==> src/fsfe_pkg.sv <==
// Shared types, codes and pixel arithmetic for the fading scope frame engine.
package fsfe_pkg;

    localparam int PIX_W = 24;
    localparam logic [PIX_W-1:0] PIX_MASK     = 24'hFCFCFC;
    localparam logic [PIX_W-1:0] RESET_COLOUR = 24'hFF3F7F;

    localparam logic [1:0] FUNC_CLEAR  = 2'd0;
    localparam logic [1:0] FUNC_SAMPLE = 2'd1;
    localparam logic [1:0] FUNC_READ   = 2'd2;
    localparam logic [1:0] FUNC_NONE   = 2'd3;

    typedef enum logic [6:0] {
        ST_CLEAR = 7'b0000001,
        ST_IDLE  = 7'b0000010,
        ST_READ  = 7'b0000100,
        ST_BLUR  = 7'b0001000,
        ST_FLUSH = 7'b0010000,
        ST_COL   = 7'b0100000,
        ST_LINE  = 7'b1000000
    } state_t;

    typedef enum logic [2:0] {
        PH_UP    = 3'b001,
        PH_RIGHT = 3'b010,
        PH_DOWN  = 3'b100
    } phase_t;

    typedef struct packed {
        logic load;
        logic hit;
    } rsp_t;

    function automatic logic [PIX_W-1:0] blur_pix(input logic [PIX_W-1:0] up,
                                                  input logic [PIX_W-1:0] left,
                                                  input logic [PIX_W-1:0] right,
                                                  input logic [PIX_W-1:0] down);
        logic [PIX_W+1:0] sum;
        sum = {2'b00, up & PIX_MASK} + {2'b00, left & PIX_MASK}
            + {2'b00, right & PIX_MASK} + {2'b00, down & PIX_MASK};
        return sum[PIX_W+1:2];
    endfunction

endpackage

==> src/fsfe_ctrl.sv <==
// Sequencer: clear sweep, in-place blur, trace drawing and pixel reads on the frame RAM.
module fsfe_ctrl #(
    parameter int WIDTH             = 64,
    parameter int HEIGHT            = 32,
    parameter int SAMPLES_PER_FRAME = 512
) (
    input  logic                                 aclk,
    input  logic                                 aresetn,
    input  logic                                 s_valid,
    output logic                                 s_ready,
    input  logic [1:0]                           s_func,
    input  logic signed [15:0]                   s_sample,
    input  logic [5:0]                           s_read_col,
    input  logic [4:0]                           s_read_row,
    input  logic [fsfe_pkg::PIX_W-1:0]           draw_colour,
    input  logic                                 out_free,
    output fsfe_pkg::rsp_t                       rsp,
    output logic                                 ram_we,
    output logic [$clog2(WIDTH*HEIGHT)-1:0]      ram_waddr,
    output logic [fsfe_pkg::PIX_W-1:0]           ram_wdata,
    output logic                                 ram_re,
    output logic [$clog2(WIDTH*HEIGHT)-1:0]      ram_raddr,
    input  logic [fsfe_pkg::PIX_W-1:0]           ram_rdata
);
    import fsfe_pkg::*;

    localparam int NPIX  = WIDTH * HEIGHT;
    localparam int AW    = $clog2(NPIX);
    localparam int CW    = $clog2(WIDTH);
    localparam int RW    = $clog2(HEIGHT);
    localparam int PW    = $clog2(SAMPLES_PER_FRAME);
    localparam int NCW   = $clog2(WIDTH + 1);
    localparam int PRODW = $clog2(WIDTH * SAMPLES_PER_FRAME) + 1;
    localparam int RPW   = 16 + $clog2(HEIGHT + 1);
    localparam int QW    = RPW - 15;

    state_t           state_reg, state_next;
    phase_t           phase_reg, phase_next;
    logic [AW-1:0]    addr_reg, addr_next;
    logic [RW-1:0]    b_row_reg, b_row_next;
    logic [CW-1:0]    b_col_reg, b_col_next;
    logic             pend_reg, pend_next;
    logic [AW-1:0]    wr_addr_reg, wr_addr_next;
    logic [PIX_W-1:0] up_reg, up_next;
    logic [PIX_W-1:0] right_reg, right_next;
    logic [PIX_W-1:0] left_reg, left_next;
    logic             lok_reg, lok_next;
    logic             ok_reg, ok_next;
    logic             rd_ok_reg, rd_ok_next;
    logic [PW-1:0]    pos_reg, pos_next;
    logic [NCW-1:0]   next_col_reg, next_col_next;
    logic [RW-1:0]    prev_row_reg, prev_row_next;
    logic [RW-1:0]    row_reg, row_next;
    logic [RW-1:0]    line_row_reg, line_row_next;
    logic [RW-1:0]    end_row_reg, end_row_next;

    logic             accept;
    logic             in_rng;
    logic [16:0]      shifted;
    logic [RPW-1:0]   row_prod;
    logic [QW-1:0]    row_q;
    logic [RW-1:0]    sample_row;
    logic [PIX_W-1:0] down_v;
    logic [PIX_W-1:0] blur_v;
    logic [RW-1:0]    eff_prev;
    logic [PRODW-1:0] col_lim;
    logic [PRODW-1:0] pos_lim;
    logic             col_go;

    assign s_ready = (state_reg == ST_IDLE);
    assign accept  = s_valid && s_ready;
    assign in_rng  = (int'(s_read_col) < WIDTH) && (int'(s_read_row) < HEIGHT);

    assign shifted  = {s_sample[15], s_sample} + 17'sd16384;
    assign row_prod = RPW'(shifted[15:0]) * RPW'(HEIGHT);
    assign row_q    = row_prod[RPW-1:15];

    always_comb begin
        if (shifted[16]) begin
            sample_row = '0;
        end else if (int'(row_q) > HEIGHT - 1) begin
            sample_row = RW'(HEIGHT - 1);
        end else begin
            sample_row = row_q[RW-1:0];
        end
    end

    assign down_v   = ok_reg ? ram_rdata : '0;
    assign blur_v   = blur_pix(up_reg, lok_reg ? left_reg : '0, right_reg, down_v);
    assign eff_prev = (next_col_reg == '0) ? row_reg : prev_row_reg;
    assign col_lim  = PRODW'(next_col_reg) * PRODW'(SAMPLES_PER_FRAME);
    assign pos_lim  = (PRODW'(pos_reg) + PRODW'(1)) * PRODW'(WIDTH);
    assign col_go   = (int'(next_col_reg) < WIDTH) && (col_lim < pos_lim);

    always_comb begin
        state_next    = state_reg;
        phase_next    = phase_reg;
        addr_next     = addr_reg;
        b_row_next    = b_row_reg;
        b_col_next    = b_col_reg;
        pend_next     = pend_reg;
        wr_addr_next  = wr_addr_reg;
        up_next       = up_reg;
        right_next    = right_reg;
        left_next     = left_reg;
        lok_next      = lok_reg;
        ok_next       = ok_reg;
        rd_ok_next    = rd_ok_reg;
        pos_next      = pos_reg;
        next_col_next = next_col_reg;
        prev_row_next = prev_row_reg;
        row_next      = row_reg;
        line_row_next = line_row_reg;
        end_row_next  = end_row_reg;
        rsp           = '0;
        ram_we        = 1'b0;
        ram_waddr     = addr_reg;
        ram_wdata     = '0;
        ram_re        = 1'b0;
        ram_raddr     = addr_reg;

        unique case (state_reg)
            ST_CLEAR: begin
                ram_we = 1'b1;
                if (addr_reg == AW'(NPIX - 1)) begin
                    state_next = ST_IDLE;
                end else begin
                    addr_next = addr_reg + AW'(1);
                end
            end
            ST_IDLE: begin
                if (accept) begin
                    case (s_func)
                        FUNC_CLEAR: begin
                            addr_next  = '0;
                            state_next = ST_CLEAR;
                        end
                        FUNC_SAMPLE: begin
                            row_next = sample_row;
                            if (pos_reg == '0) begin
                                addr_next  = '0;
                                b_row_next = '0;
                                b_col_next = '0;
                                phase_next = PH_UP;
                                pend_next  = 1'b0;
                                state_next = ST_BLUR;
                            end else begin
                                state_next = ST_COL;
                            end
                        end
                        FUNC_READ: begin
                            ram_re     = in_rng;
                            ram_raddr  = AW'(s_read_row) * AW'(WIDTH) + AW'(s_read_col);
                            rd_ok_next = in_rng;
                            state_next = ST_READ;
                        end
                        default: begin
                            state_next = ST_IDLE;
                        end
                    endcase
                end
            end
            ST_READ: begin
                if (out_free) begin
                    rsp.load   = 1'b1;
                    rsp.hit    = rd_ok_reg;
                    state_next = ST_IDLE;
                end
            end
            ST_BLUR: begin
                unique case (phase_reg)
                    PH_UP: begin
                        if (pend_reg) begin
                            ram_we    = 1'b1;
                            ram_waddr = wr_addr_reg;
                            ram_wdata = blur_v;
                            left_next = blur_v;
                        end
                        lok_next   = (b_col_reg != '0);
                        ram_re     = (b_row_reg != '0);
                        ram_raddr  = addr_reg - AW'(WIDTH);
                        ok_next    = (b_row_reg != '0);
                        phase_next = PH_RIGHT;
                    end
                    PH_RIGHT: begin
                        up_next    = down_v;
                        ram_re     = (b_col_reg != CW'(WIDTH - 1));
                        ram_raddr  = addr_reg + AW'(1);
                        ok_next    = (b_col_reg != CW'(WIDTH - 1));
                        phase_next = PH_DOWN;
                    end
                    PH_DOWN: begin
                        right_next   = down_v;
                        ram_re       = (b_row_reg != RW'(HEIGHT - 1));
                        ram_raddr    = addr_reg + AW'(WIDTH);
                        ok_next      = (b_row_reg != RW'(HEIGHT - 1));
                        pend_next    = 1'b1;
                        wr_addr_next = addr_reg;
                        phase_next   = PH_UP;
                        addr_next    = addr_reg + AW'(1);
                        if (b_col_reg == CW'(WIDTH - 1)) begin
                            b_col_next = '0;
                            b_row_next = b_row_reg + RW'(1);
                            if (b_row_reg == RW'(HEIGHT - 1)) begin
                                state_next = ST_FLUSH;
                            end
                        end else begin
                            b_col_next = b_col_reg + CW'(1);
                        end
                    end
                    default: begin
                        phase_next = PH_UP;
                    end
                endcase
            end
            ST_FLUSH: begin
                ram_we     = 1'b1;
                ram_waddr  = wr_addr_reg;
                ram_wdata  = blur_v;
                pend_next  = 1'b0;
                state_next = ST_COL;
            end
            ST_COL: begin
                if (col_go) begin
                    if (eff_prev < row_reg) begin
                        line_row_next = eff_prev + RW'(1);
                        end_row_next  = row_reg;
                    end else if (row_reg < eff_prev) begin
                        line_row_next = row_reg;
                        end_row_next  = eff_prev - RW'(1);
                    end else begin
                        line_row_next = row_reg;
                        end_row_next  = row_reg;
                    end
                    addr_next  = AW'(line_row_next) * AW'(WIDTH) + AW'(next_col_reg);
                    state_next = ST_LINE;
                end else begin
                    if (pos_reg == PW'(SAMPLES_PER_FRAME - 1)) begin
                        pos_next      = '0;
                        next_col_next = '0;
                    end else begin
                        pos_next = pos_reg + PW'(1);
                    end
                    state_next = ST_IDLE;
                end
            end
            ST_LINE: begin
                ram_we    = 1'b1;
                ram_wdata = draw_colour;
                if (line_row_reg == end_row_reg) begin
                    prev_row_next = row_reg;
                    next_col_next = next_col_reg + NCW'(1);
                    state_next    = ST_COL;
                end else begin
                    line_row_next = line_row_reg + RW'(1);
                    addr_next     = addr_reg + AW'(WIDTH);
                end
            end
            default: begin
                state_next = ST_IDLE;
            end
        endcase
    end

    always_ff @(posedge aclk) begin
        if (!aresetn) begin
            state_reg    <= ST_CLEAR;
            phase_reg    <= PH_UP;
            addr_reg     <= '0;
            pend_reg     <= 1'b0;
            pos_reg      <= '0;
            next_col_reg <= '0;
            prev_row_reg <= '0;
        end else begin
            state_reg    <= state_next;
            phase_reg    <= phase_next;
            addr_reg     <= addr_next;
            pend_reg     <= pend_next;
            pos_reg      <= pos_next;
            next_col_reg <= next_col_next;
            prev_row_reg <= prev_row_next;
        end
    end

    always_ff @(posedge aclk) begin
        b_row_reg    <= b_row_next;
        b_col_reg    <= b_col_next;
        wr_addr_reg  <= wr_addr_next;
        up_reg       <= up_next;
        right_reg    <= right_next;
        left_reg     <= left_next;
        lok_reg      <= lok_next;
        ok_reg       <= ok_next;
        rd_ok_reg    <= rd_ok_next;
        row_reg      <= row_next;
        line_row_reg <= line_row_next;
        end_row_reg  <= end_row_next;
    end
endmodule

==> config.mk <==
export PLATFORM = sky130hd
export DESIGN_NAME = fsfe_ctrl
export DESIGN_NICKNAME = d
export VERILOG_FILES = /design/src/fsfe_pkg.sv /design/src/fsfe_ctrl.sv
export SDC_FILE = /design/constraint.sdc
export NUM_CORES = 1
export LEC_CHECK = 0
export ABC_AREA = 1
export BUFFER_PORTS_ARGS = -buffer_cell sky130_fd_sc_hd__buf_2
export CORE_MARGIN = 10
export CORE_UTILIZATION = 45
export CTS_BUF_LIST = sky130_fd_sc_hd__clkbuf_4
export CTS_CLUSTER_DIAMETER = 40
export DETAILED_ROUTE_END_ITERATION = 16
export HOLD_SLACK_MARGIN = 0.05
export PLACE_DENSITY = 0.65
export REMOVE_ABC_BUFFERS = 1
export SLEW_MARGIN = 40
export SYNTH_ARGS = -nofsm -noshare
export SYNTH_HDL_FRONTEND = slang
export SYNTH_SLANG_ARGS = --single-unit
==> constraint.sdc <==
create_clock -name aclk -period 8.05 [get_ports aclk]
set_input_delay 0.4025 -clock aclk [delete_from_list [all_inputs] [get_ports aclk]]
set_output_delay 0.4025 -clock aclk [all_outputs]
set_load 0.005 [all_outputs]
# Word-level counts from Yosys, hierarchy flattened

Index checks and enable logic that the tools add are counted.

Input bits: 81
Bits in registers: 154
Word-level logic and storage cells: 184
Latch bits: 0
Output and inout bits: 51
Bits in read-only memories: 0
RAM bits: 0
Memories: 0

Multiplexer cells: 78
Reduce and logical (&&, ||, !) cells: 30
Shift operators: 0
Multipliers: 0
Div/mod/pow operators: 0
Order comparisons: 5
Add/sub/neg operators: 17
Bitwise operators: 1
Equality and inequality tests: 35

Operator list:

| operator                                                         | number |
|---|---|
| 11-bit two-way mux                                               | 10 |
| 24-bit two-way mux                                               | 4 |
| 7-bit two-way mux                                                | 11 |
| 24-bit one-hot mux with 3 select lines                           | 1 |
| 5-bit two-way mux                                                | 14 |
| 11-bit one-hot mux with 2 select lines                           | 3 |
| 11-bit one-hot mux with 5 select lines                           | 1 |
| 7-bit one-hot mux with 7 select lines                            | 1 |
| 6-bit two-way mux                                                | 6 |
| 11-bit one-hot mux with 3 select lines                           | 1 |
| 25-bit by 24-bit adder with 26-bit output                        | 1 |
| 26-bit by 24-bit adder with 26-bit output                        | 1 |
| 24-bit by 24-bit adder with 25-bit output                        | 1 |
| 2-bit != test, second input constant                             | 11 |
| 5-bit one-hot mux with 2 select lines                            | 2 |
| 6-bit one-hot mux with 3 select lines                            | 1 |
| 16-bit by 16-bit adder with 17-bit output, second input constant | 1 |
| 16-bit less-than comparator                                      | 1 |
| 5-bit by 1-bit adder with 5-bit output, second input constant    | 3 |
| 7-bit one-hot mux with 2 select lines                            | 1 |
| 2-bit AND reduction                                              | 7 |
| 3-bit one-hot mux with 2 select lines                            | 2 |
| 6-bit one-hot mux with 2 select lines                            | 1 |
| 11-bit by 1-bit adder with 11-bit output, second input constant  | 1 |
| other kinds (56)                                                 | 80 |

# Depth between registers and ports, before layout

Gate-level depths: netlist of the first run.

Word-level depth: 9
Depth in mapped cells: 26

# Least setup slack after synthesis of the first run

Ideal clock, no wire load.

Kind: register to output
From: register ok_reg
To: output port ram_wdata[7] (netlist name)
Stages on the path, launching flop included: 18
Arrival time: 3,186 ps
Setup slack: 4,461 ps
Buffers on the path: 2
Path through: edfxtp_1 > clkbuf_1 > clkbuf_1 > nand2_1 > fa_1 > fa_1 > inv_1 > ha_1 > inv_1 > fa_1 > inv_1 > a21oi_1 > nor2_1 > nor2_1 > nor2_1 > o21a_1 > nor2_1 > o21ai_0

Word-level cells in the longest chain between the ends: 5

Ends and longest elaborated chain:

| item                                          | RTL line         | RTL |
|---|---|---|
| start: declaration                            | fsfe_ctrl.sv:48  | `logic ok_reg, ok_next;` |
| start signal: assignment                      | fsfe_ctrl.sv:293 | `ok_reg <= ok_next;` |
| 24-bit two-way mux (*)                        | fsfe_ctrl.sv:88  | `assign down_v = ok_reg ? ram_rdata : '0;` |
| 26-bit by 24-bit adder with 26-bit output (*) | fsfe_pkg.sv:40   | `+ {2'b00, right & PIX_MASK} + {2'b00, down & PIX_MASK};` |
| 24-bit two-way mux                            | fsfe_ctrl.sv:173 | `if (pend_reg) begin` |
| 24-bit two-way mux                            | fsfe_ctrl.sv:171 | `unique case (phase_reg)` |
| 24-bit one-hot mux with 3 select lines (*)    | fsfe_ctrl.sv:122 | `unique case (state_reg)` |
| end: declaration                              | fsfe_ctrl.sv:20  | `output logic [fsfe_pkg::PIX_W-1:0] ram_wdata,` |

Every way passes the cells marked *; elsewhere a longest branch is shown, timed or not.

# Worst setup path after layout of the first run

From: register ok_reg
To: output port ram_wdata[22] (netlist name)

The elaborated chain is that of the path after synthesis.

==> flow_metrics.env, run 1 <==
export IMPL_relSlewSlack=0.4896
export IMPL_clock_skew_ns=0.02114
export IMPL_fin_crit_ns=4.560
export IMPL_hpwl_mm=17.09
export IMPL_num_vias=7521
export IMPL_grt_pass1_wl_mm=35.91
export IMPL_p_total_w=0.001936
export IMPL_power_frac_seq=0.443
export IMPL_grt_pass1_vias=7340
export IMPL_netlist_instances=1092
export IMPL_cts_resized_gates=0
export IMPL_swShare=0.3576
export IMPL_die_h_um=163.5
export IMPL_rr_startpoint="next_col_reg[0]$_SDFFE_PN0P_"
export IMPL_vias_per_cell=5.051
export IMPL_syn_area_um2=9266
export IMPL_maxCapViolCount=0
export IMPL_cts_buffers=17
export IMPL_p_int_w=0.001244
export IMPL_met2_usage=0.2731
export IMPL_yosysSeqAreaShare=0.3943
export IMPL_antenna_found_initial=1
export IMPL_status="finished, final reports clean"
export IMPL_dr_first_iter_drc_count=483
export IMPL_die_area_um2=26730
export IMPL_min_path_type="in2reg"
export IMPL_grt_max_degree=39
export IMPL_critPathMaxFanout=18
export IMPL_worstSetupPathType="reg2out"
export IMPL_hold_path_depth=3
export IMPL_rsz0062_at_grt="false"
export IMPL_holdWs_ns=0.1606
export IMPL_holdCritStartpoint="ram_rdata[18]"
export IMPL_rows=52
export IMPL_layout_nets=1375
export IMPL_ctsHtreeMaxLevel=4
export IMPL_ys_seq_elements=136
export IMPL_worst_pin_slew_ns=0.7648
export IMPL_synth_cell_types=58
export IMPL_crit_path_end_kind="output pin"
export IMPL_clkSinkCount=136
export IMPL_met1_usage=0.2110
export IMPL_async_flop_share=0
export IMPL_finish_instance_area_um2=10420
export IMPL_cpPeakStageDelay_ns=0.84
export IMPL_syn_to_final_growth_pct=12.40
export IMPL_drc=0
export IMPL_r2r_setup_slack_ns=4.20
export IMPL_critical_path_buf_inv_count=2
export IMPL_endpoint="ram_wdata[22]"
export IMPL_ant_nets=0
export IMPL_finalCritPeriodShare=0.5665
export IMPL_power_density_nw_per_um2=185.9
export IMPL_ir_worst_vdd_mv=0.09268
export IMPL_switching_power_w=0.0006925
export IMPL_wl_per_cell_um=14.77
export IMPL_avgSynthCellArea_um2=8.486
export IMPL_synth_edf_count=93
export IMPL_r2r_cells=22
export IMPL_fmax_mhz=219.3
export IMPL_worst_setup_path_start_kind="flop"
export IMPL_gp_congestion=0.8643
export IMPL_die_w_um=163.5
export IMPL_cp_startpoint="ok_reg$_DFFE_PP_"
export IMPL_finalSetupViolations=0
export IMPL_ys_warn_count=0
export IMPL_cp_num_cells=12
export IMPL_cts_root_buf="clkbuf_4"
export IMPL_clockBufferDepth=2
export IMPL_port_buffer_count=115
export IMPL_clk_pin_slew_ns=0.13
export IMPL_arrival_ns=4.16
export IMPL_grt_ovfl_total=0
export IMPL_r2r_end="addr_reg[10]$_SDFFE_PN0P_"
export IMPL_dr_pass1_iters=5
export IMPL_grt_use_total=0.1657
export IMPL_leakage_nw=4.924
export IMPL_drive_above_1_share=0.1716
export IMPL_cts_hold_buffers=0
export IMPL_clk_latency_ns=0.56
export IMPL_slew_viol_final=0
export IMPL_clock_power_share=0.239
export IMPL_initial_core_util=0.4580
export IMPL_core_area_um2=20230
export IMPL_grt_util_met3=0.03675
export IMPL_ios=132
export IMPL_busiest_layer="met2"
export IMPL_cpMaxStageDelayCell="edfxtp_1"
export IMPL_combPwrFrac=0.318
export IMPL_tritoncts="done"
export IMPL_cp_required_ns=7.65
export IMPL_crit_family="adder cells"
export IMPL_hold_violations=0
export IMPL_tns_ns=0
export IMPL_postCtsSetupBuffers=0
export IMPL_crit_chain="nand2_1 -> fa_1 -> fa_1 -> inv_1 -> ha_1 -> a21oi_1 -> nand2_1 -> a21o_1 -> a21oi_1 -> xor2_1 -> o21ai_0 -> buf_2"
export IMPL_place_area_um2=10140
export IMPL_synth_flop_cell="edfxtp_1"
export IMPL_routed_wl_mm=21.99
[power groups by stage]
| stage | sequential, W | combinational [W] | clock, W |
|---|---|---|---|
| detailed placement | 0.000872 | 0.000616 | 0 |
| floorplan | 0.000857 | 0.000433 | 0 |
| global route | 0.000866 | 0.000700 | 0.000502 |
| finish | 0.000858 | 0.000616 | 0.000463 |
| CTS | 0.000857 | 0.000619 | 0.000475 |
| global placement | 0.000871 | 0.000607 | 0 |
[worst min-delay path by stage]
stage and endpoint:
6_report right_reg[18]$_DFFE_PP_, 5_1_grt up_reg[18]$_DFFE_PP_, 4_1_cts row_reg[2]$_SDFFCE_PP0P_, 3_5_place_dp pos_reg[7]$_SDFFE_PN0P_, 3_3_place_gp pos_reg[7]$_SDFFE_PN0P_, 2_1_floorplan pos_reg[7]$_SDFFE_PN0P_
[cells by family after synthesis]
| family | Yosys count | synth area share |
|---|---|---|
| simple gates | 373 | 0.1890 |
| buf+inv | 259 | 0.1075 |
| flops | 136 | 0.3943 |
| xor+xnor | 35 | 0.03308 |
| fa+ha+maj | 87 | 0.1466 |
| compound gates | 202 | 0.1295 |
[metrics by stage]
| step | setup WS, ns | std cells | util |
|---|---|---|---|
| 3_5_place_dp | 4.063 | 1458 | 0.5010 |
| 2_1_floorplan | 4.695 | 1069 | - |
| 5_1_grt | 3.128 | 1489 | 0.5147 |
| 4_1_cts | 3.437 | 1488 | 0.5146 |
| 3_3_place_gp | 4.065 | 1456 | 0.4988 |
| 6_report | 3.490 | 1489 | 0.5147 |
[Yosys cell counts, types with 4 or more instances]
cell type	n	share of area
o21ai_0	72	0.039
inv_2	14	0.0057
edfxtp_1	93	0.30
nor2_2	10	0.0068
nand3_1	43	0.023
inv_1	218	0.088
o211ai_1	5	0.0041
ha_1	51	0.069
nor2_1	74	0.030
o221ai_1	5	0.0047
a22o_1	9	0.0085
nand4_1	10	0.0068
nor4_1	5	0.0034
o22ai_1	10	0.0068
xor2_1	26	0.025
o21ai_1	10	0.0054
nand2_1	180	0.073
a21oi_1	56	0.030
nor3_1	16	0.0086
nand3_2	4	0.0043
nand2_2	5	0.0034
dfxtp_1	43	0.093
a31oi_1	8	0.0054
xnor2_1	9	0.0085
clkbuf_1	16	0.0065
fa_1	36	0.078
a211oi_1	4	0.0032
nor3b_1	4	0.0032
[worst min-delay path: cells and delay by family]
kind	cells	cell delay (ns)
buffers and inverters	2	0.17
AND/OR/NAND/NOR	1	0.04
[metal layers]
metal,part of all wire,vias to the layer above,wire length (um)
met5,0,-,0
met4,0.017,0,379
met3,0.067,32,1478
met2,0.46,211,10190
met1,0.45,3472,9945
li1,-,3806,-
[placed cells by master (no fill, tap or decap), types with 8 or more instances in the layout]
cell	Yosys	routed
a21oi_1	56	56
a22o_1	9	9
a31oi_1	8	8
buf_2	3	115
clkbuf_4	0	19
dfxtp_1	43	43
edfxtp_1	93	93
fa_1	36	36
ha_1	51	51
inv_1	218	218
inv_2	14	14
nand2_1	180	180
nand3_1	43	43
nand4_1	10	10
nor2_1	74	73
nor2_2	10	10
nor3_1	16	15
o21ai_0	72	72
o21ai_1	10	10
o22ai_1	10	10
xnor2_1	9	9
xor2_1	26	26
[cell type report]
cell class                 instances  area [um2]
multi-input combinational        697        4629
inverter                         236       887.1
timing repair buffer             119       629.4
tap                              270       337.8
sequential                       136        3654
antenna                            1       2.502
clock inverter                    11       132.6
fill                            1961        9819
clock buffer                      19       142.6
No activity file was read; power rests on OpenSTA's default activity.
==> run 2: changes to the inputs <==
clock period = 4.3 ns   (was 8.05 ns; I/O delays follow)
==> flow_metrics.env, run 2 (same netlist as run 1, synthesis figures left out) <==
export IMPL_status="finished, final reports clean"
export IMPL_rsz0062_at_grt="true"
export IMPL_holdCritStartpoint="aresetn"
export IMPL_clock_skew_ns=0.02054
export IMPL_slew_viol_final=0
export IMPL_ios=132
export IMPL_antenna_found_initial=1
export IMPL_r2r_setup_slack_ns=0.61
export IMPL_die_h_um=163.5
export IMPL_fillers=1909
export IMPL_clkSinkCount=136
export IMPL_fin_ws_ns=0.2705
export IMPL_hold_violations=0
export IMPL_critPathMaxFanout=7
export IMPL_drive_above_1_share=0.1851
export IMPL_ctsHtreeMaxLevel=4
export IMPL_cts_buffers=17
export IMPL_rows=52
export IMPL_ant_nets=0
export IMPL_routed_wl_mm=22.72
export IMPL_fmax_mhz=248.2
export IMPL_relSlewSlack=0.4793
export IMPL_drc=0
export IMPL_min_path_type="in2reg"
export IMPL_cpPeakStageDelay_ns=0.57
export IMPL_leakage_nw=5.120
export IMPL_clk_pin_slew_ns=0.14
export IMPL_syn_to_final_growth_pct=17.53
export IMPL_clk_latency_ns=0.56
export IMPL_power_density_nw_per_um2=351.5
export IMPL_crit_chain="buf_12 -> buf_12 -> nand2_1 -> fa_1 -> fa_1 -> inv_1 -> ha_1 -> nand3_1 -> nand2_1 -> a21o_1 -> a21oi_2 -> xor2_1 -> o21ai_0 -> buf_2"
export IMPL_worstSetupPathType="reg2out"
export IMPL_ir_worst_vdd_mv=0.1656
export IMPL_num_vias=7698
export IMPL_grt_max_degree=39
export IMPL_hold_path_depth=3
export IMPL_fin_crit_ns=4.029
export IMPL_grt_pass1_vias=7543
export IMPL_rr_startpoint="next_col_reg[0]$_SDFFE_PN0P_"
export IMPL_r2r_end="addr_reg[10]$_SDFFE_PN0P_"
export IMPL_clockBufferDepth=2
export IMPL_initial_core_util=0.4580
export IMPL_port_buffer_count=115
export IMPL_cts_root_buf="clkbuf_4"
export IMPL_hpwl_mm=17.28
export IMPL_die_w_um=163.5
export IMPL_fin_util=0.5382
export IMPL_grt_pass1_wl_mm=37.33
export IMPL_finalCritPeriodShare=0.9371
export IMPL_grt_ovfl_total=0
export IMPL_r2r_cells=24
export IMPL_layout_nets=1414
export IMPL_cpMaxStageDelayCell="fa_1"
export IMPL_worst_pin_slew_ns=0.7802
export IMPL_finalSetupViolations=0
export IMPL_die_area_um2=26730
export IMPL_gp_congestion=0.8825
export IMPL_cp_required_ns=4.09
export IMPL_tritoncts="done"
export IMPL_crit_path_end_kind="output pin"
export IMPL_worst_setup_path_start_kind="flop"
export IMPL_arrival_ns=3.81
export IMPL_vias_per_cell=5.031
export IMPL_maxCapViolCount=0
export IMPL_final_common_cell="inv_1"
export IMPL_mostFrequentLayoutCells="inv_1, nand2_1, buf_2"
export IMPL_place_ws_ns=0.4942
export IMPL_holdPathEnd="addr_reg[1]$_SDFFE_PN0P_"
export IMPL_core_area_um2=20230
export IMPL_dr_first_iter_drc_count=511
export IMPL_wl_per_cell_um=14.85
export IMPL_grt_use_total=0.1729
export IMPL_dr_pass1_iters=5
[run 2: cell types whose count changed in the layout (fill, tap and decap cells not counted), moves of 2 or more]
cell / change
inv_6: +5
clkinv_4: +4
buf_12: +2
clkbuf_4: -2
a21oi_2: +2
a21oi_1: -2
buf_4: +9
ha_1: -2
fa_2: +3
clkinv_1: -2
fa_1: -3
dlygate4sd3_1: +29
clkinv_2: -4
[run 2: layout make-up]
cell class                 count  area (um2)  share of cell area
clock buffer                  17       127.6             0.01172
multi-input combinational    697        4664              0.4283
antenna                        1       2.502           0.0002298
sequential                   136        3654              0.3355
clock inverter                15       214.0             0.01965
tap                          270       337.8             0.03102
inverter                     236       887.1             0.08146
timing repair buffer         158        1003             0.09214
[run 2: report_power, final]
part | total (W) | internal (W) | switching [W]
Combinational | 0.00121 | 0.000466 | 0.000747
Sequential | 0.00160 | 0.00151 | 0.0000960
Clock | 0.00101 | 0.000473 | 0.000540
[run 2: layer usage]
metal	wire, um	track usage	vias to the layer above
li1	-	-	3893
met1	10240	0.2198	3586
met2	10870	0.2922	201
met3	1390	0.03927	18
met4	223	0.04102	0
met5	0	0	-
[run 2: how the worst max path moves through the flow]
stage | startpoint | to | slack, ns | cells past startpoint
floorplan | next_col_reg[0]$_SDFFE_PN0P_ | addr_reg[10]$_SDFFE_PN0P_ | 1.10 | 23
global placement | ok_reg$_DFFE_PP_ | ram_wdata[23] | 0.54 | 16
detailed placement | ok_reg$_DFFE_PP_ | ram_wdata[15] | 0.49 | 17
CTS | ok_reg$_DFFE_PP_ | ram_wdata[7] | 0.09 | 20
global route | ok_reg$_DFFE_PP_ | ram_wdata[15] | -0.05 | 18
finish | ok_reg$_DFFE_PP_ | ram_wdata[22] | 0.27 | 14
[run 2: worst max-delay path: cells and delay by family, from the launching register on]
family                     cells  cell delay (ns)
adders and majority gates      3             1.30
buffers and inverters          4             0.52
DFF                            1             0.50
AOI/OAI and AO/OA              3             0.42
xor gates and xnor gates       1             0.26
and+or+nand+nor                3             0.25
[run 2: what timing repair did]
item	in CTS	in global routing
pin swaps	0	7
hold buffers	29	0
endpoints found under the setup margin	7	6
buffers inserted	2	4
resized for setup	0	11
hold endpoints to repair	46	0
[run 2: through the flow]
stage               area (um2)  hold slack (ns)  total power (W)  setup TNS, ns  cells
finish                   10890           0.1026         0.003828              0   1530
global route             10890          0.07339         0.004084       -0.05414   1530
CTS                      10810          0.07571         0.003834              0   1525
detailed placement       10150           0.4603         0.002787              0   1462
global placement         10130           0.4551         0.002770              0   1461
floorplan                 9158           0.2995         0.002416              0   1069
